**src/hdl/tmf_pkg.sv**
```systemverilog
`timescale 1ns / 1ps

package tmf_pkg;

    localparam int MAX_PADDED_WIDTH_DEF = 1024;
    localparam int PIX_W      = 8;
    localparam int COL_W      = 10;
    localparam int ROW_W      = 17;
    localparam int WIDTH_W    = 10;
    localparam int HEIGHT_W   = 16;
    localparam int CFG_DATA_W = 16;
    localparam int LINES      = 4;
    localparam int WIN        = 5;
    localparam int LINE_W     = LINES * PIX_W;
    localparam int ROW_SUM_W  = 11;
    localparam int SUM_W      = 13;
    localparam int RECIP_W    = 13;
    localparam int PROD_W     = SUM_W + RECIP_W;
    localparam int QUEUE_DEPTH = 4;

    localparam logic [WIDTH_W-1:0]  WIDTH_RST  = WIDTH_W'(640);
    localparam logic [HEIGHT_W-1:0] HEIGHT_RST = HEIGHT_W'(480);

    // floor(x / 23) = (x * 5699) >> 17 for x below 8192
    localparam logic [RECIP_W-1:0] RECIP_23  = RECIP_W'(5699);
    localparam int                 RECIP_SHIFT = 17;
    localparam logic [PIX_W-1:0]   PIX_MAX   = '1;

    typedef enum logic [0:0] {
        CFG_IMAGE_WIDTH  = 1'b0,
        CFG_IMAGE_HEIGHT = 1'b1
    } t_cfg_idx;

    typedef struct packed {
        logic produce;
        logic last;
    } t_flags;

    typedef struct packed {
        logic full;
        logic empty;
    } t_fifo_stat;

endpackage

```
**src/hdl/tmf_front.sv**
```systemverilog
`timescale 1ns / 1ps

module tmf_front #(
    parameter int MAX_PADDED_WIDTH = tmf_pkg::MAX_PADDED_WIDTH_DEF,
    localparam int AW = $clog2(MAX_PADDED_WIDTH)
) (
    input  logic                              i_clk,
    input  logic                              i_rst_n,
    input  logic                              i_cfg_we,
    input  tmf_pkg::t_cfg_idx                 i_cfg_index,
    input  logic [tmf_pkg::CFG_DATA_W-1:0]    i_cfg_data,
    input  logic                              i_tvalid,
    output logic                              o_tready,
    input  logic [tmf_pkg::PIX_W-1:0]         i_px,
    input  logic                              i_full,
    output logic                              o_push,
    output logic [tmf_pkg::PIX_W-1:0]         o_px,
    output logic [AW-1:0]                     o_addr,
    output tmf_pkg::t_flags                   o_flags
);
    import tmf_pkg::*;

    localparam int PW_W = $clog2(MAX_PADDED_WIDTH + 1);
    localparam int EW   = (PW_W > COL_W + 1) ? PW_W : COL_W + 1;
    localparam logic [EW-1:0] MAX_E = EW'(MAX_PADDED_WIDTH);

    logic [WIDTH_W-1:0]  r_width;
    logic [HEIGHT_W-1:0] r_height;
    logic [COL_W-1:0]    r_col;
    logic [ROW_W-1:0]    r_row;
    logic [COL_W-1:0]    n_col;
    logic [ROW_W-1:0]    n_row;

    logic [EW-1:0]    w_width_p4;
    logic [EW-1:0]    w_pw;
    logic [EW-1:0]    w_col_e;
    logic [EW-1:0]    w_col_clamp;
    logic [ROW_W-1:0] w_ph;
    logic             w_row_end;
    logic             w_frame_end;

    assign o_tready = !i_full;
    assign o_push   = i_tvalid && !i_full;

    assign w_width_p4  = EW'(r_width) + EW'(4);
    assign w_pw        = (w_width_p4 > MAX_E) ? MAX_E : w_width_p4;
    assign w_col_e     = EW'(r_col);
    assign w_col_clamp = (w_col_e >= MAX_E) ? (MAX_E - EW'(1)) : w_col_e;
    assign w_ph        = ROW_W'(r_height) + ROW_W'(4);
    assign w_row_end   = (w_col_e >= w_pw - EW'(1));
    assign w_frame_end = w_row_end && (r_row >= w_ph - ROW_W'(1));

    assign o_px            = i_px;
    assign o_addr          = w_col_clamp[AW-1:0];
    assign o_flags.produce = (r_col >= COL_W'(4)) && (r_row >= ROW_W'(4));
    assign o_flags.last    = w_frame_end;

    always_comb begin
        n_col = r_col + COL_W'(1);
        n_row = r_row;
        if (w_row_end) begin
            n_col = '0;
            n_row = w_frame_end ? '0 : r_row + ROW_W'(1);
        end
    end

    always_ff @(posedge i_clk) begin
        if (!i_rst_n) begin
            r_width  <= WIDTH_RST;
            r_height <= HEIGHT_RST;
            r_col    <= '0;
            r_row    <= '0;
        end else begin
            if (i_cfg_we) begin
                case (i_cfg_index)
                    CFG_IMAGE_WIDTH: begin
                        r_width <= i_cfg_data[WIDTH_W-1:0];
                    end
                    CFG_IMAGE_HEIGHT: begin
                        r_height <= i_cfg_data[HEIGHT_W-1:0];
                    end
                    default: begin
                    end
                endcase
            end
            if (o_push) begin
                r_col <= n_col;
                r_row <= n_row;
            end
        end
    end

endmodule

```
**config.mk**
```make
export PLATFORM = sky130hd
export DESIGN_NAME = tmf_front
export DESIGN_NICKNAME = d
export VERILOG_FILES = /design/src/hdl/tmf_pkg.sv /design/src/hdl/tmf_front.sv
export SDC_FILE = /design/constraint.sdc
export NUM_CORES = 1
export LEC_CHECK = 0
export ABC_CLOCK_PERIOD_IN_PS = 3700
export BUFFER_PORTS_ARGS = -buffer_cell sky130_fd_sc_hd__clkbuf_2
export CORE_MARGIN = 1.5
export CORE_UTILIZATION = 25
export DETAILED_ROUTE_END_ITERATION = 16
export GPL_ROUTABILITY_DRIVEN = 0
export PLACE_DENSITY = 0.46
export SLEW_MARGIN = 10
export SYNTH_ARGS = -nofsm -noshare
export SYNTH_HDL_FRONTEND = slang
export SYNTH_SLANG_ARGS = --single-unit
```
**constraint.sdc**
```tcl
create_clock -name i_clk -period 3.7 [get_ports i_clk]
set_input_delay 0.185 -clock i_clk [delete_from_list [all_inputs] [get_ports i_clk]]
set_output_delay 0.185 -clock i_clk [all_outputs]
set_load 0.005 [all_outputs]
```
==> impl_metrics.toml, run 1 <==
[outcome]
status = "finished, final reports clean"

[cts]
cts_max_level = 2
cts_max_path_buffers = 2
cts.clk_slew.worst_paths_ps = 80
cts_buffers = 5
clkSinkCount = 53
hold_buffers = 0
root_buffer = "clkbuf_16"
clk_latency_ps = 300
cts_tree = "done"

[final_layout]
regArea_um2 = 1070
layout-drive-gt1-share_pct = 23.7
final_core_util_pct = 31.9
nets = 596
synthToLayoutAreaGrowth_pct = 24.7
num-fill-cells = 1561
multi_input_area_um2 = 2590
antenna_cells = 0

[floorplanning]
die_h_um = 125
core.rowCount = 44
core_um2 = 14500
start_util_pct = 25.6
dieWidth_um = 125
num_io_pins = 52
die_area_um2 = 15600

[worst_setup_path]
startpoint_type = "register"
cp_max_fo = 6
max_stage_delay_ps = 530
crit_path_end_kind = "register"
crit_type = "reg -> reg"
crit_slowest_cell = "or4_4"
crit_required_ps = 3940
path_cells = "ha_4, buf_4, or2b_2, mux2_2, or4_4, a32o_1, a221oi_2, ha_1, o21a_1, nor2_1, a21oi_2, and4_4, nand3_4, or4_4, a21oi_2"
critPathTopFamily = "simple AND/OR/NAND/NOR gates"
rr_worst_depth = 15
crit_buf_inv = 1
worstPathArrival_ps = 3920
worst-path-stages = 15

[global_route]
gr-total-overflow = 0
antenna_found_initial = 0
grt_pass1_vias = 3299
grt_max_degree = 32
grt_use_total_pct = 12.6
grt_pass1_wl_um = 16400

[sta]
setup_tns_ps = 0
clock_skew_ps = 7.88
drv_slew = 0
tightest_slew_ps = 815
final-setup-viol-count = 0
timing.final.hold_violations = 0
fin_crit_ps = 3680
setup_slack_ps = 15.6
fin_crit_sh_pct = 99.6
max_freq_mhz = 271
slew_headroom_pct = 45.5
rsz0062_at_grt = "yes"

[run]
max-cap-violations = 0

[detailed_routing]
route.detailed.drc = 0
wl_met1_um = 4860
drt-initial-drc-count = 114
num_vias = 3470
wirelength_um = 9700
viasPerCell = 4.85
wl_met2_um = 4130
top_layer_used = "met4"
drtAntennaViolNets = 0
wl_met3_um = 613
wire_per_inst_um = 13.5
first_pass_iters = 4

[logic_synthesis]
syn-instance-count = 472
netlist_area_um2 = 3720
ys_seq_elements = 53
synthArstFlopShare_pct = 0
synth_edf_count = 0
synth.largest_area_cell = "dfxtp_1"
netlist_top_cells_area = "dfxtp_1 29%, ha_1 12%, nand2_1 8.0%"
synthFlopType = "dfxtp_1"
yosysSeqAreaShare_pct = 28.5
yosys.area.top_type_share_pct = 28.5
yosysWarnings = 0
yosysUniqueCellTypes = 54
syn_nets = 537
avgSynthCellArea_um2 = 7.88

[pwr]
powerDensity_nw_per_um2 = 277
ir_drop_mv = 0.175
leakagePower_nw = 1.82

[worst_hold_path]
hold_path_class = "in -> reg"
whs_path_depth = 3

[placed_design]
hpwlAfterDp_um = 7630
io_buffers = 35
pre_cts_slack_ps = -247
[path summary, 6_finish.rpt]
path / start / to / slack, ps
setup / recovery: r_width[2] / r_row[14] / 20
hold reg to reg: r_height[1] / r_height[1] / 500
hold / removal: i_cfg_data[11] / r_height[11] / 120
setup reg to reg: r_width[2] / r_row[14] / 20
[kinds of logic after synthesis]
logic type | Yosys count | share of synthesized area [%]
AOI/OAI and AO/OA | 78 | 14.5
xor gates and xnor gates | 43 | 10.1
and+or+nand+nor | 221 | 28.7
buffers and inverters | 41 | 6.06
muxes | 1 | 0.303
adders and majority gates | 35 | 11.8
DFF | 53 | 28.5
[layout make-up]
| class | instances | share of cell area, % |
|---|---|---|
| inverters | 13 | 1.05 |
| multi-input cells | 378 | 55.9 |
| clock buffers | 7 | 3.29 |
| well taps | 184 | 4.96 |
| repair buffers | 80 | 11.6 |
| flip-flops and latches | 53 | 23.0 |
| clock inverters | 1 | 0.189 |
[placed cells by master, fill, tap and decap left out, types with 13 or more instances in the layout]
cell type / netlist / layout
a21boi_0: 23 / 21
a21oi_1: 16 / 13
buf_4: 11 / 41
clkbuf_2: 0 / 34
dfxtp_1: 53 / 51
ha_1: 35 / 33
inv_1: 13 / 13
nand2_1: 79 / 76
nand3_1: 30 / 26
nand4_1: 14 / 14
nor2_1: 41 / 38
xnor2_1: 21 / 20
xor2_1: 22 / 21
[worst min-delay path, delay by kind of cell]
family / cells / cell delay [ps]
buffers and inverters: 1 / 80
AOI/OAI and AO/OA: 1 / 60
and+or+nand+nor: 1 / 40
[state kept, by name, summed over array words and instances, names as in the netlist]
| signal | flops |
|---|---|
| r_row | 17 |
| r_width | 10 |
| r_col | 10 |
| r_height | 16 |
[what timing repair did]
action,4_1_cts,5_1_grt
endpoints found under the setup margin,16,28
pin swaps,27,20
setup buffers,11,0
resized for setup,20,18
[cell usage after synthesis, types with 6 or more instances]
cell type,number
and3_1,7
ha_1,35
nand2_1,79
a21oi_1,16
xor2_1,22
buf_4,11
inv_1,13
nor2b_1,7
nor3_1,9
nor2_1,41
nor4_1,6
a21boi_0,23
or3_1,7
clkbuf_1,12
o21ai_0,10
xnor2_1,21
dfxtp_1,53
nand3_1,30
nand4_1,14
[routing by layer]
metal,track usage [%],vias up
li1,-,1760
met1,18.5,1621
met2,19.1,79
met3,2.65,10
met4,2.87,0
met5,0,-
[power breakdown]
| part | internal [mW] | switching (mW) | total (mW) |
|---|---|---|---|
| Clock | 0.291 | 0.225 | 0.516 |
| Sequential | 0.585 | 0.0169 | 0.602 |
| Combinational | 0.0787 | 0.0860 | 0.165 |
[stage by stage]
stage	instance area (um2)	power, mW	instances	hold slack, ps
floorplan	3760	0.718	472	309
global placement	4270	0.770	699	370
detailed placement	4270	0.773	699	370
CTS	4570	1.30	716	108
global route	4640	1.35	716	123
finish	4640	1.28	716	116
No activity file was read; power rests on OpenSTA's default activity.
==> run 2: changes to the inputs <==
Settings changed: CORE_UTILIZATION 25 to 47, PLACE_DENSITY 0.46 to 0.73.
==> impl_metrics.toml, run 2 (synthesized netlist as in run 1, its figures left out) <==
[outcome]
status = "complete, but fails checks"
violations = "setup timing"

[worst_setup_path]
r2r_setup_slack_ps = -120
crit_type = "reg -> out"
rr_startpoint = "r_width[3]"
rr_endpoint = "r_row[14]"
cp_max_fo = 4
crit_buf_inv = 2
crit_path_end_kind = "primary output"
crit_slowest_cell = "dfxtp_4"
path_cells = "ha_4, xnor2_2, nand4_1, o31ai_2, nand2_1, ha_4, nor2b_4, nor2_4, and3_1, o21ai_1, o221ai_1, ha_1, nand3_2, nor2_2, o2bb2ai_2, or2_4, buf_6, nand3_4, nor2_4, clkbuf_2"
max_stage_delay_ps = 370
critPathTopFamily = "simple AND/OR/NAND/NOR gates"
crit_required_ps = 3510
startpoint_type = "register"
worstPathArrival_ps = 3640
rr_worst_depth = 20

[global_route]
grt_max_degree = 32
grt_pass1_wl_um = 15300
antenna_found_initial = 0
grt_use_total_pct = 22.3
gr-total-overflow = 0
grt_pass1_vias = 3403

[final_layout]
final_common_cell = "nand2_1"
synthToLayoutAreaGrowth_pct = 20.4
antenna_cells = 0
nets = 596
reg_top3 = "r_row: 17 flops, r_height: 16 flops"
largest_reg_flops = 17
layout-drive-gt1-share_pct = 22.9
final_core_util_pct = 58.3
largest-register = "r_row"
final_cell_mix = "78 x nand2_1, 51 x dfxtp_1, 42 x buf_4"

[detailed_routing]
num_vias = 3517
wire_per_inst_um = 14.3
first_pass_iters = 4
wirelength_um = 9050
drtAntennaViolNets = 0
route.detailed.drc = 0
viasPerCell = 5.55
drt-initial-drc-count = 235

[pwr]
power.internal_mw = 0.882
powerDensity_nw_per_um2 = 263
leakagePower_nw = 1.77
combPwrFrac_pct = 13.7
ir_drop_mv = 0.272
finalPower_mw = 1.18
p_sw_mw = 0.298
power_switching_share_pct = 25.3
p_seq_share_pct = 51.1
clock_power_share_pct = 35.2

[floorplanning]
core_um2 = 7690
dieWidth_um = 92.0
core.rowCount = 32
die_h_um = 92.0
die_area_um2 = 8450
start_util_pct = 48.4
num_io_pins = 52

[sta]
setup_slack_ps = -122
drv_slew = 0
setup_tns_ps = -1200
fin_crit_sh_pct = 103
final-setup-viol-count = 19
timing.final.hold_violations = 0
max_freq_mhz = 262
tightest_slew_ps = 754
fin_crit_ps = 3820
rsz0062_at_grt = "yes"
slew_headroom_pct = 49.6
clock_skew_ps = 8.77

[worst_hold_path]
hold_end = "r_height[11]"
whs_path_depth = 3
hold_path_class = "in -> reg"
hp-start = "i_cfg_data[11]"

[placed_design]
io_buffers = 35
pre_cts_slack_ps = -158
hpwlAfterDp_um = 6630

[cts]
clkSinkCount = 53
clk_latency_ps = 310
cts_max_level = 2
cts_buffers = 5
hold_buffers = 0
cts.clk_slew.worst_paths_ps = 90
cts_tree = "done"
root_buffer = "clkbuf_8"
cts_max_path_buffers = 2

[run]
max-cap-violations = 0
==> run 2: cell types whose count changed in the layout (fill, tap and decap cells not counted), moves of 2 or more <==
| cell | before | now |
|---|---|---|
| o21ai_2 | 1 | 3 |
| o21ai_0 | 8 | 6 |
| clkbuf_16 | 5 | 0 |
| nand2_2 | 3 | 1 |
| clkbuf_8 | 2 | 6 |
| nand2_1 | 76 | 78 |
==> run 2: area by class of cell <==
cell class / instances / area (um2)
inverter: 13 / 48.8
tap: 102 / 128
fill: 711 / 3210
timing repair buffer: 80 / 533
clock buffer: 6 / 82.6
multi-input combinational: 378 / 2580
clock inverter: 2 / 37.5
sequential: 53 / 1070
==> run 2: tightest hold or removal path: cells and delay by family <==
kind,cells,cell delay [ps]
compound gates,1,60
buf+inv,1,80
simple gates,1,40
==> run 2: how the worst max path moves through the flow <==
stage / startpoint / endpoint / slack [ps] / cells past startpoint
floorplan: r_width[2] / r_row[14] / -50 / 16
global placement: r_width[3] / r_row[14] / -20 / 15
detailed placement: r_width[3] / r_row[14] / -160 / 19
CTS: r_width[2] / o_flags[0] / -80 / 20
global route: r_width[2] / o_flags[0] / -340 / 20
finish: r_width[3] / o_flags[0] / -120 / 20
==> run 2: power groups by stage <==
| stage | Clock (mW) | Sequential (mW) | Combinational, mW |
|---|---|---|---|
| 2_1_floorplan | 0 | 0.613 | 0.104 |
| 3_3_place_gp | 0 | 0.615 | 0.142 |
| 3_5_place_dp | 0 | 0.616 | 0.146 |
| 4_1_cts | 0.423 | 0.603 | 0.154 |
| 5_1_grt | 0.444 | 0.605 | 0.183 |
| 6_report | 0.416 | 0.602 | 0.162 |
==> run 2: metrics by stage <==
stage / std cells / instance area [um2] / hold WS (ps)
after floorplan: 472 / 3760 / 309
after global placement: 611 / 4120 / 370
after detailed placement: 611 / 4120 / 370
after CTS: 632 / 4390 / 101
after global routing: 634 / 4480 / 105
final: 634 / 4480 / 109
==> run 2: layer usage <==
metal / global-route usage [%] / vias to the layer above / share of wire, %
li1: - / 1760 / -
met2: 37.6 / 109 / 46
met1: 28.4 / 1625 / 45
met4: 7.95 / 0 / 2.9
met3: 3.73 / 23 / 5.8
met5: 0 / - / 0
==> run 2: repair_timing <==
item	in CTS	in global routing
buffers inserted	13	2
endpoints found under the setup margin	26	28
pin swaps	19	25
resized for setup	15	18
