$ cat config.mk
export PLATFORM = sky130hd
export DESIGN_NAME = tmf_fifo
export DESIGN_NICKNAME = d
export VERILOG_FILES = /design/src/hdl/tmf_pkg.sv /design/src/hdl/tmf_fifo.sv
export SDC_FILE = /design/constraint.sdc
export NUM_CORES = 1
export LEC_CHECK = 0
export BUFFER_PORTS_ARGS = -buffer_cell sky130_fd_sc_hd__buf_4
export CAP_MARGIN = 20
export CORE_MARGIN = 5
export CORE_UTILIZATION = 40
export DETAILED_ROUTE_END_ITERATION = 8
export PLACE_DENSITY = 0.62
export SETUP_SLACK_MARGIN = 0.3
export SKIP_LAST_GASP = 1
export SYNTH_ARGS = -nofsm -noshare
export SYNTH_HDL_FRONTEND = slang
export SYNTH_SLANG_ARGS = --single-unit
$ cat constraint.sdc
create_clock -name i_clk -period 1.78 [get_ports i_clk]
set_input_delay 0.356 -clock i_clk [delete_from_list [all_inputs] [get_ports i_clk]]
set_output_delay 0.356 -clock i_clk [all_outputs]
set_load 0.1 [all_outputs]
$ cat src/hdl/tmf_pkg.sv
`timescale 1ns / 1ps

package tmf_pkg;

    localparam int MAX_PADDED_WIDTH_DEF = 1024;
    localparam int PIX_W      = 8;
    localparam int COL_W      = 10;
    localparam int ROW_W      = 17;
    localparam int WIDTH_W    = 10;
    localparam int HEIGHT_W   = 16;
    localparam int CFG_DATA_W = 16;
    localparam int LINES      = 4;
    localparam int WIN        = 5;
    localparam int LINE_W     = LINES * PIX_W;
    localparam int ROW_SUM_W  = 11;
    localparam int SUM_W      = 13;
    localparam int RECIP_W    = 13;
    localparam int PROD_W     = SUM_W + RECIP_W;
    localparam int QUEUE_DEPTH = 4;

    localparam logic [WIDTH_W-1:0]  WIDTH_RST  = WIDTH_W'(640);
    localparam logic [HEIGHT_W-1:0] HEIGHT_RST = HEIGHT_W'(480);

    // floor(x / 23) = (x * 5699) >> 17 for x below 8192
    localparam logic [RECIP_W-1:0] RECIP_23  = RECIP_W'(5699);
    localparam int                 RECIP_SHIFT = 17;
    localparam logic [PIX_W-1:0]   PIX_MAX   = '1;

    typedef enum logic [0:0] {
        CFG_IMAGE_WIDTH  = 1'b0,
        CFG_IMAGE_HEIGHT = 1'b1
    } t_cfg_idx;

    typedef struct packed {
        logic produce;
        logic last;
    } t_flags;

    typedef struct packed {
        logic full;
        logic empty;
    } t_fifo_stat;

endpackage

$ cat src/hdl/tmf_fifo.sv
`timescale 1ns / 1ps

module tmf_fifo #(
    parameter int DATA_W = 8,
    parameter int DEPTH  = tmf_pkg::QUEUE_DEPTH
) (
    input  logic              i_clk,
    input  logic              i_rst_n,
    input  logic              i_push,
    input  logic [DATA_W-1:0] i_data,
    input  logic              i_pop,
    output logic [DATA_W-1:0] o_data,
    output tmf_pkg::t_fifo_stat o_stat
);
    import tmf_pkg::*;

    localparam int PW    = $clog2(DEPTH);
    localparam int CNT_W = $clog2(DEPTH + 1);

    logic [DATA_W-1:0] r_mem [DEPTH];
    logic [PW-1:0]     r_wr_ptr;
    logic [PW-1:0]     r_rd_ptr;
    logic [CNT_W-1:0]  r_count;
    logic [CNT_W-1:0]  n_count;

    always_comb begin
        n_count = r_count;
        if (i_push && !i_pop) begin
            n_count = r_count + CNT_W'(1);
        end else if (!i_push && i_pop) begin
            n_count = r_count - CNT_W'(1);
        end
    end

    always_ff @(posedge i_clk) begin
        if (!i_rst_n) begin
            r_wr_ptr <= '0;
            r_rd_ptr <= '0;
            r_count  <= '0;
        end else begin
            r_count <= n_count;
            if (i_push) begin
                r_wr_ptr <= (r_wr_ptr == PW'(DEPTH - 1)) ? '0 : r_wr_ptr + PW'(1);
            end
            if (i_pop) begin
                r_rd_ptr <= (r_rd_ptr == PW'(DEPTH - 1)) ? '0 : r_rd_ptr + PW'(1);
            end
        end
    end

    always_ff @(posedge i_clk) begin
        if (i_push) begin
            r_mem[r_wr_ptr] <= i_data;
        end
    end

    assign o_data       = r_mem[r_rd_ptr];
    assign o_stat.full  = (r_count == CNT_W'(DEPTH));
    assign o_stat.empty = (r_count == '0);

endmodule

==> results.tsv, run 1 <==
stage	metric	value	unit
global_routing	grt.overflow.total	0	
worst_setup_path	worst-path-buf-inv	1	
sta	hold_viol_final	0	
synth	synth-seq-area-share	70.6	%
sta	setup_repair_after_global_routing_missed_its_margin	true	
sta	fin_hold_ws	273	ps
power	p_total	2.26	mW
final_layout	layout-area-overhead-vs-synth	25.5	%
clocking	cts.root.buffer_cell	clkbuf_8	
clocking	htree_levels	2	
final_layout	antenna-diode-count	0	
detailed_routing	avgViaCountPerCell	4.87	
worst_setup_path	worst_path_dominant_cell_family	multiplexers	
clocking	tritoncts	built	
synth	yosys_warnings	0	
synth	synthDistinctLibCells	20	
worst_setup_path	critical-path-slowest-cell	mux4_2	
worst_setup_path	timing.setup.critical_path_class	reg -> out	
sta	period_needed	1840	ps
floorplan	core_area	3970	µm²
clocking	clkTransAtPathRegs	70	ps
detailed_routing	routed_wirelength	2.49	mm
place	post-dp-hpwl	1.82	mm
floorplan	die-area	5410	µm²
final_layout	layout.nets	133	
detailed_routing	first_iter_violations	32	
sta	fmax	542	MHz
sta	max-slew-margin-rel	70.9	%
global_routing	antenna_found_initial	0	
floorplan	floorplan.rows	23	
worst_setup_path	critical_path.cell_chain	mux4_2 > buf_6	
global_routing	vias_in_the_first_global_route	837	
synth	synthesis.area	1620	µm²
synth	postSynthRegisterBits	41	
detailed_routing	dr_total_vias	804	
power	static-leakage-power	0.729	nW
floorplan	chipWidth	73.5	µm
final_layout	fill_cells	331	
clocking	clockBufferDepth	2	
sta	final.setup_skew	0.741	ps
worst_hold_path	hp-class	in -> reg	
global_routing	grt.total_usage	10.5	%
detailed_routing	ant_nets	0	
detailed_routing	post_drt_wl_per_cell	15.1	µm
sta	final_period_utilization	104	%
clocking	postCtsHoldBufs	0	
final_layout	cell_area_after_layout	2030	µm²
sta	final_critical_path_setup_slack	-64.3	ps
worst_setup_path	cp_max_fo	8	
final_layout	final-instance-count-excl-fill	165	
worst_setup_path	timing.critical_path.to_type	primary output	
clocking	cts_setup_buffers	0	
place	place_area	1880	µm²
floorplan	die_height	73.5	µm
sta	max_slew.worst_pin.slew	437	ps
place	routabilityCongestion	0.653	
final_layout	drive_above_1_share	41.7	%
clocking	cts-buffers-inserted	5	
place	dp_cells	157	
synth	synth.avg_cell_area	18.8	µm²
place	buffer_ports.inserted	21	
sta	final_max_slew_viol_count	0	
flow_run	drv_cap	0	
synth	postSynthCellCount	86	
power	peakVddDrop	0.524	mV
status	failed_checks	negative setup slack	
detailed_routing	drcViolationCount	0	
floorplan	initial_core_util	40.7	%
clocking	clock_sinks	41	
detailed_routing	first_pass_iters	3	
global_routing	grt_start_max_net_pins	13	
global_routing	grt_pass1_wl	3.96	mm
worst_setup_path	timing.critical_path.from_type	flop	
place	placement.setup.worst_slack	5.18	ps
synth	syn-num-nets	105	
worst_setup_path	cpPeakStageDelay	550	ps
floorplan	ios	22	
clocking	insertion_delay	280	ps
status	run_status	finished with violations	
power	p_per_area	1120	nW/µm²
worst_setup_path	cp.arrival	1490	ps
worst_setup_path	cp_data_required_time	1420	ps
sta	setup_viol	8	
[Yosys cell counts (all sizes together)]
master / instances / area (µm²)
dfxtp: 9 / 180
mux4: 8 / 180
nor2: 1 / 3.75
xor2: 1 / 8.76
clkbuf: 1 / 5.00
xnor2: 1 / 8.76
buf: 1 / 11.3
nor2b: 5 / 31.3
a21boi: 1 / 7.51
ha: 6 / 75.1
and2: 5 / 31.3
nor3b: 1 / 7.51
mux2i: 4 / 40.0
nor3: 2 / 10.0
o21a: 1 / 7.51
inv: 4 / 15.0
fa: 1 / 20.0
o21ai: 1 / 5.00
or3: 1 / 6.26
edfxtp: 32 / 961
[worst paths after layout]
| path | start | slack [ps] | to | cells after the start |
|---|---|---|---|---|
| hold / removal | i_data[1] | 270 | r_mem[2][1] | 1 |
| hold reg to reg | r_count[2] | 550 | r_count[2] | 2 |
| setup / recovery | flop | -60 | o_data[6] | 2 |
| setup reg to reg | r_count[1] | 390 | r_count[2] | 4 |
[report_power, final]
group	internal, mW	switching [mW]
clock	0.271	0.282
combinational	0.200	0.364
sequential	1.09	0.0489
[layout by cell type, fill, tap and decap left out, types with 2 or more instances in the layout]
cell      instances
inv_1             2
clkbuf_8          5
clkinv_2          2
ha_1              5
mux2i_1           4
nor2b_1           5
and2_1            5
dfxtp_4           4
dfxtp_1           5
buf_6             8
edfxtp_1         32
mux4_2            8
buf_12            2
buf_4            13
[per-layer routing]
metal	GRT usage, %	vias to the layer above	share of wire [%]
met5	0	-	0
met2	16.8	16	55
li1	-	382	-
met3	4.24	2	5.4
met1	12.2	404	39
met4	4.83	0	0.93
[area by class of cell]
cell class              count  area, µm²  share of cell area, %
repair buffers             23        228                   11.2
clock inverters             2       10.0                  0.494
clock buffers               6       72.6                   3.58
multi-input cells          39        480                   23.7
flip-flops and latches     41       1160                   57.0
inverters                   4       17.5                  0.864
well taps                  50       62.6                   3.09
[per-stage QoR]
step / utilization (%) / setup TNS [ps]
after floorplan: - / 0
after CTS: 50.6 / -679
after global placement: 47.3 / 0
after detailed placement: 47.3 / 0
after global routing: 51.0 / -1000
final: 51.0 / -396
[kinds of logic (layout without fill, tap and decap cells)]
family	after synthesis	in the layout	synth area share, %
buf+inv	6	35	1.94
mux	12	12	13.6
fa+ha+maj	7	7	5.89
xor+xnor	2	2	1.08
compound gates	3	3	1.24
flops	41	41	70.6
simple gates	15	15	5.58
[sequential cells by signal, summed over array words and instances (netlist names), named ones only]
signal and flops:
r_count 3, r_mem 32, r_wr_ptr 2, r_rd_ptr 2
[repair_timing]
| item | in CTS | in global routing |
|---|---|---|
| pin swaps | 0 | 3 |
| endpoints found under the setup margin | 10 | 11 |
| resized for setup | 14 | 5 |
Note: power is estimated with default switching activity, not from simulation.
==> inputs of run 2 (changes only) <==
Settings changed: ABC_AREA set to 1, CTS_BUF_LIST set to sky130_fd_sc_hd__clkbuf_8.
Clock period 1.78 ns to 2.1 ns, I/O delays scaled along.
==> run 2 against run 1 <==
Effect of this change: critical path depth up 2; die area is 1.9% higher; clock power is 14% higher; setup slack gained 410 ps; combinational power hardly changed; register-to-register slack improved by 410 ps; global-route usage up 2.0 points; largest cell class unchanged; the flow now finishes without violations; power down 4.6%; core utilization up 4.9 points; wire length increased by 26%; sequential share of layout area is 5.8 points lower; sequential cell count unchanged.
==> results.tsv, run 2 <==
stage	metric	value	unit
synth	post-synth-top-area-fraction	58.2	%
worst_setup_path	cpPeakStageDelay	430	ps
worst_hold_path	hp-class	in -> reg	
worst_setup_path	capturing_point_of_the_worst_reg2reg_path	r_mem[0][5]	
power	p_per_area	964	nW/µm²
detailed_routing	ant_nets	0	
final_layout	top_register	r_mem	
final_layout	antenna-diode-count	0	
synth	synth.avg_cell_area	12.2	µm²
synth	yosysMostFrequentCell	edfxtp_1	
detailed_routing	dr_total_vias	1067	
detailed_routing	drcViolationCount	0	
sta	final_max_slew_viol_count	0	
global_routing	vias_in_the_first_global_route	1022	
detailed_routing	routed_wirelength	3.13	mm
worst_setup_path	critical-path-slowest-cell	dfxtp_4	
synth	most_used_standard_cells_in_the_synthesized_netlist	edfxtp_1, nor2_1, inv_1, o21ai_0, dfxtp_1	
global_routing	grt.total_usage	12.5	%
synth	post-synth-top-area-cell	edfxtp_1	
worst_setup_path	cp_data_required_time	1680	ps
power	static-leakage-power	0.869	nW
global_routing	antenna_found_initial	0	
synth	yosys_most_used_dff	edfxtp_1	
floorplan	core_area	4000	µm²
synth	synthDistinctLibCells	19	
clocking	insertion_delay	290	ps
sta	setup_repair_after_global_routing_missed_its_margin	true	
final_layout	drive_above_1_share	31.1	%
clocking	cts-buffers-inserted	5	
detailed_routing	avgViaCountPerCell	4.99	
synth	synthesis.area	1650	µm²
power	peakVddDrop	0.519	mV
sta	final_period_utilization	83.5	%
worst_hold_path	min_from	i_data[6]	
floorplan	floorplan.rows	23	
floorplan	chipWidth	74.3	µm
global_routing	grt_pass1_wl	4.93	mm
final_layout	largest_registers	r_mem: 32 flops, r_count: 3 flops	
worst_setup_path	cp.arrival	1330	ps
clocking	cts.root.buffer_cell	clkbuf_8	
worst_setup_path	reg2reg_slack	800	ps
synth	synth_async_sr_flop_share	0	%
place	buffer_ports.inserted	21	
worst_setup_path	worst_r2r_startpoint	r_wr_ptr[0]	
place	routabilityCongestion	0.831	
final_layout	layout_common_cells	edfxtp_1, nor2_1, inv_1	
worst_hold_path	whs_path_depth	1	
worst_hold_path	whs_endpoint	r_mem[1][6]	
clocking	tritoncts	built	
sta	final.setup.tns	0	ps
sta	final.setup_skew	6.02	ps
power	p_total	2.16	mW
global_routing	grt_start_max_net_pins	17	
synth	synth.top_cells.by_area	edfxtp_1, dfxtp_1, nor2_1	
sta	max-slew-margin-rel	73.5	%
worst_setup_path	worst-path-buf-inv	2	
flow_run	drv_cap	0	
clocking	htree_levels	2	
clocking	clock_sinks	41	
worst_setup_path	timing.critical_path.to_type	primary output	
place	post-dp-hpwl	2.33	mm
synth	yosys_warnings	0	
floorplan	die-area	5510	µm²
synth	synth-seq-area-share	69.1	%
sta	fmax	570	MHz
final_layout	layout.nets	182	
status	run_status	complete, no violations	
worst_setup_path	timing.setup.critical_path_class	reg -> out	
floorplan	ios	22	
detailed_routing	first_iter_violations	35	
final_layout	largest_register_ffs	32	
clocking	clkTransAtPathRegs	80	ps
synth	synth_edf_count	32	
detailed_routing	post_drt_wl_per_cell	14.6	µm
synth	postSynthRegisterBits	41	
clocking	clockBufferDepth	2	
sta	hold_viol_final	0	
place	dp_cells	205	
worst_setup_path	cp_max_fo	16	
final_layout	mostFrequentLayoutCell	edfxtp_1	
worst_setup_path	timing.reg2reg.worst_path_depth	4	
final_layout	final-instance-count-excl-fill	214	
sta	setup_viol	0	
synth	postSynthCellCount	135	
sta	period_needed	1750	ps
worst_setup_path	worst_path_dominant_cell_family	flip-flops	
synth	syn-num-nets	154	
worst_setup_path	critical_path.cell_chain	inv_6 > o21ai_1 > o22ai_4 > buf_12	
global_routing	grt.overflow.total	0	
floorplan	initial_core_util	41.3	%
floorplan	die_height	74.3	µm
detailed_routing	first_pass_iters	4	
clocking	cts_setup_buffers	0	
worst_setup_path	timing.critical_path.from_type	flop	
sta	max_slew.worst_pin.slew	397	ps
final_layout	layout-area-overhead-vs-synth	35.4	%
run 2: repair_timing:
action / 4_1_cts / 5_1_grt
gates resized for setup: 31 / 11
gates cloned: 0 / 1
hold buffers: 0 / 0
endpoints found under the setup margin: 8 / 8
run 2: power breakdown:
part	total, mW	switching (mW)	internal [mW]
combinational	0.566	0.375	0.191
sequential	0.957	0.0363	0.921
clock	0.633	0.251	0.382
run 2: how the worst max path moves through the flow:
stage	startpoint	to	slack, ps	cells past startpoint
3_5_place_dp	flop	o_data[2]	350	4
3_3_place_gp	flop	o_data[4]	410	4
6_report	flop	o_data[0]	350	4
4_1_cts	flop	o_data[6]	310	4
2_1_floorplan	r_count[1]	o_stat[0]	110	1
5_1_grt	flop	o_data[1]	280	3
run 2: worst register-to-register path, stage by stage (launching register included):
cell,delay [ps]
dfxtp_1,350
inv_1,110
ha_1,160
nand2_1,60
inv_1,300
run 2: metrics by stage:
| step | hold WS [ps] | setup WS, ps | cell area (µm²) | util (%) |
|---|---|---|---|---|
| 2_1_floorplan | 490 | 107 | 1770 | - |
| 3_3_place_gp | 503 | 410 | 1980 | 49.4 |
| 3_5_place_dp | 542 | 347 | 1980 | 49.4 |
| 4_1_cts | 320 | 310 | 2170 | 54.2 |
| 5_1_grt | 312 | 285 | 2240 | 55.9 |
| 6_report | 328 | 347 | 2240 | 55.9 |
run 2: final cells by class:
class | instances | area [µm²]
Sequential cell | 41 | 1150
Timing Repair Buffer | 23 | 288
Clock inverter | 2 | 33.8
Inverter | 16 | 65.1
Fill cell | 336 | 1760
Tap cell | 50 | 62.6
Multi-Input combinational cell | 76 | 558
Clock buffer | 6 | 82.6
run 2: cell families after synthesis:
logic type | share of synthesized area, %
AND/OR/NAND/NOR | 9.47
adder cells (fa/ha/maj) | 5.76
XOR/XNOR | 0.530
buffers and inverters | 5.00
AO/OA/AOI/OAI | 10.2
flip-flops | 69.1
run 2: layer usage:
metal / vias to the layer above / track usage [%] / share of wire, %
met5: - / 0 / 0
met4: 0 / 4.74 / 1.5
met3: 7 / 4.86 / 5.7
met2: 17 / 19.6 / 49
met1: 517 / 15.6 / 43
li1: 526 / - / -
==> inputs of run 3 (changes only) <==
Settings changed: PLACE_DENSITY 0.62 to 0.64.
Clock period 2.1 ns to 1.6 ns, I/O delays scaled along.
==> run 3 against run 2 <==
Effect of this change: the run now ends with negative setup slack left; final cell count up 2.8%; first-iteration DRC count rose by 63%; wire length grew 7.8%; non-clock buffer count increased by 5; clock power up 50%; sequential share of layout area fell by 6.2 points; count of clock-buffer cells in the layout is 1 lower; power grew 45%; combinational power increased by 60%; cell area grew 15%; register-to-register slack lost 480 ps; largest cell class unchanged; highest routed layer unchanged.
==> results.tsv, run 3 (synthesized netlist as in run 2, its figures left out) <==
stage	metric	value	unit
status	run_status	finished with violations	
status	failed_checks	negative setup slack	
sta	fmax	597	MHz
worst_hold_path	whs_path_depth	1	
sta	final_critical_path_setup_slack	-74.4	ps
sta	final_max_slew_viol_count	0	
final_layout	largest_registers	r_mem: 32 flops, r_count: 3 flops	
power	power.switching_fraction	30.4	%
final_layout	mostFrequentLayoutCell	edfxtp_1	
worst_setup_path	cp_data_required_time	1280	ps
sta	final.setup.tns	-502	ps
global_routing	antenna_found_initial	0	
power	seq_power_share	40.7	%
place	routabilityCongestion	0.795	
worst_setup_path	timing.setup.critical_path_class	reg -> out	
detailed_routing	dr_total_vias	1085	
clocking	insertion_delay	290	ps
sta	fin_hold_ws	229	ps
detailed_routing	routed-wl-met2	1.83	mm
worst_setup_path	timing.critical_path.from_type	flop	
power	p_total	3.13	mW
power	clock_power_share	30.4	%
final_layout	layout_common_cells	edfxtp_1, buf_4, buf_12	
floorplan	chipWidth	74.3	µm
detailed_routing	avgViaCountPerCell	4.93	
sta	final.setup_skew	9.36	ps
floorplan	floorplan.rows	23	
worst_hold_path	hp-class	in -> reg	
global_routing	grt.total_usage	13.0	%
final_layout	cell_area_after_layout	2570	µm²
global_routing	vias_in_the_first_global_route	1131	
final_layout	top_register	r_mem	
power	p_per_area	1220	nW/µm²
detailed_routing	ant_nets	0	
place	place_area	2020	µm²
floorplan	die-area	5510	µm²
detailed_routing	met3RoutedLength	145	µm
clocking	clockBufferDepth	2	
clocking	cts-buffers-inserted	5	
clocking	cts.root.buffer_cell	clkbuf_8	
global_routing	grt.overflow.total	0	
clocking	clkTransAtPathRegs	70	ps
final_layout	layout-area-overhead-vs-synth	55.8	%
flow_run	drv_cap	0	
place	placement.setup.worst_slack	8.81	ps
floorplan	core_area	4000	µm²
worst_setup_path	cp_max_fo	8	
clocking	clock_sinks	41	
sta	hold_viol_final	0	
worst_setup_path	timing.reg2reg.worst_path_depth	4	
final_layout	layout.nets	188	
sta	setup_viol	8	
sta	period_needed	1670	ps
worst_setup_path	cp.arrival	1350	ps
global_routing	grt_start_max_net_pins	17	
sta	final_period_utilization	105	%
global_routing	grt_pass1_wl	5.15	mm
power	comb_power_share	28.9	%
detailed_routing	post_drt_wl_per_cell	15.3	µm
place	buffer_ports.inserted	21	
sta	max-slew-margin-rel	79.0	%
detailed_routing	first_iter_violations	57	
floorplan	die_height	74.3	µm
detailed_routing	routed.top_layer	met4	
detailed_routing	routed_wirelength	3.37	mm
final_layout	drive_above_1_share	55.3	%
detailed_routing	drcViolationCount	0	
power	static-leakage-power	0.919	nW
power	cellInternalPower	2.18	mW
final_layout	antenna-diode-count	0	
power	peakVddDrop	0.680	mV
worst_setup_path	timing.critical_path.to_type	primary output	
sta	max_slew.worst_pin.slew	315	ps
clocking	tritoncts	built	
clocking	htree_levels	2	
floorplan	initial_core_util	41.3	%
sta	setup_repair_after_global_routing_missed_its_margin	true	
floorplan	ios	22	
place	post-dp-hpwl	2.23	mm
final_layout	largest_register_ffs	32	
clocking	postCtsHoldBufs	0	
detailed_routing	wl_met1	1.32	mm
detailed_routing	first_pass_iters	3	
power	total_switching_power	0.950	mW
-- run 3: layout make-up --
cell class	instances	area, µm²
tap	50	62.6
sequential	41	1160
timing repair inverter	1	11.3
fill	306	1430
inverter	16	93.8
clock buffer	5	68.8
timing repair buffer	28	362
multi-input combinational	76	751
clock inverter	3	65.1
-- run 3: worst paths after layout --
kind | startpoint | to | slack (ps)
hold reg to reg | r_wr_ptr[1] | r_wr_ptr[1] | 530
hold / removal | i_data[5] | r_mem[3][5] | 230
setup reg to reg | r_wr_ptr[0] | r_mem[0][3] | 320
setup / recovery | flop | o_data[4] | -70
-- run 3: worst max-delay path: stages (launching register included) --
cell and delay [ps]:
dfxtp_4 390, buf_8 140, clkinv_8 100, o21ai_4 150, o22ai_4 90, buf_12 180
-- run 3: per-layer routing --
layer / vias to the layer above / GRT usage, %
li1: 537 / -
met1: 517 / 14.8
met2: 21 / 22.6
met3: 10 / 3.38
met4: 0 / 6.32
met5: - / 0
-- run 3: stage by stage --
| stage | utilization (%) | instances |
|---|---|---|
| floorplan | - | 135 |
| global placement | 50.6 | 204 |
| detailed placement | 50.6 | 204 |
| CTS | 58.1 | 216 |
| global route | 64.3 | 220 |
| finish | 64.3 | 220 |
-- run 3: repair_timing --
item / 4_1_cts / 5_1_grt
resized for setup: 44 / 57
pin swaps: 2 / 5
setup endpoints to repair: 16 / 36
cloned: 0 / 1
buffers inserted: 4 / 3
-- run 3: power by group through the flow --
| stage | Sequential (mW) | Clock (mW) | Combinational [mW] |
|---|---|---|---|
| floorplan | 1.27 | 0 | 0.542 |
| global placement | 1.29 | 0 | 0.652 |
| detailed placement | 1.29 | 0 | 0.665 |
| CTS | 1.27 | 0.962 | 0.798 |
| global route | 1.28 | 1.01 | 0.949 |
| finish | 1.27 | 0.952 | 0.903 |
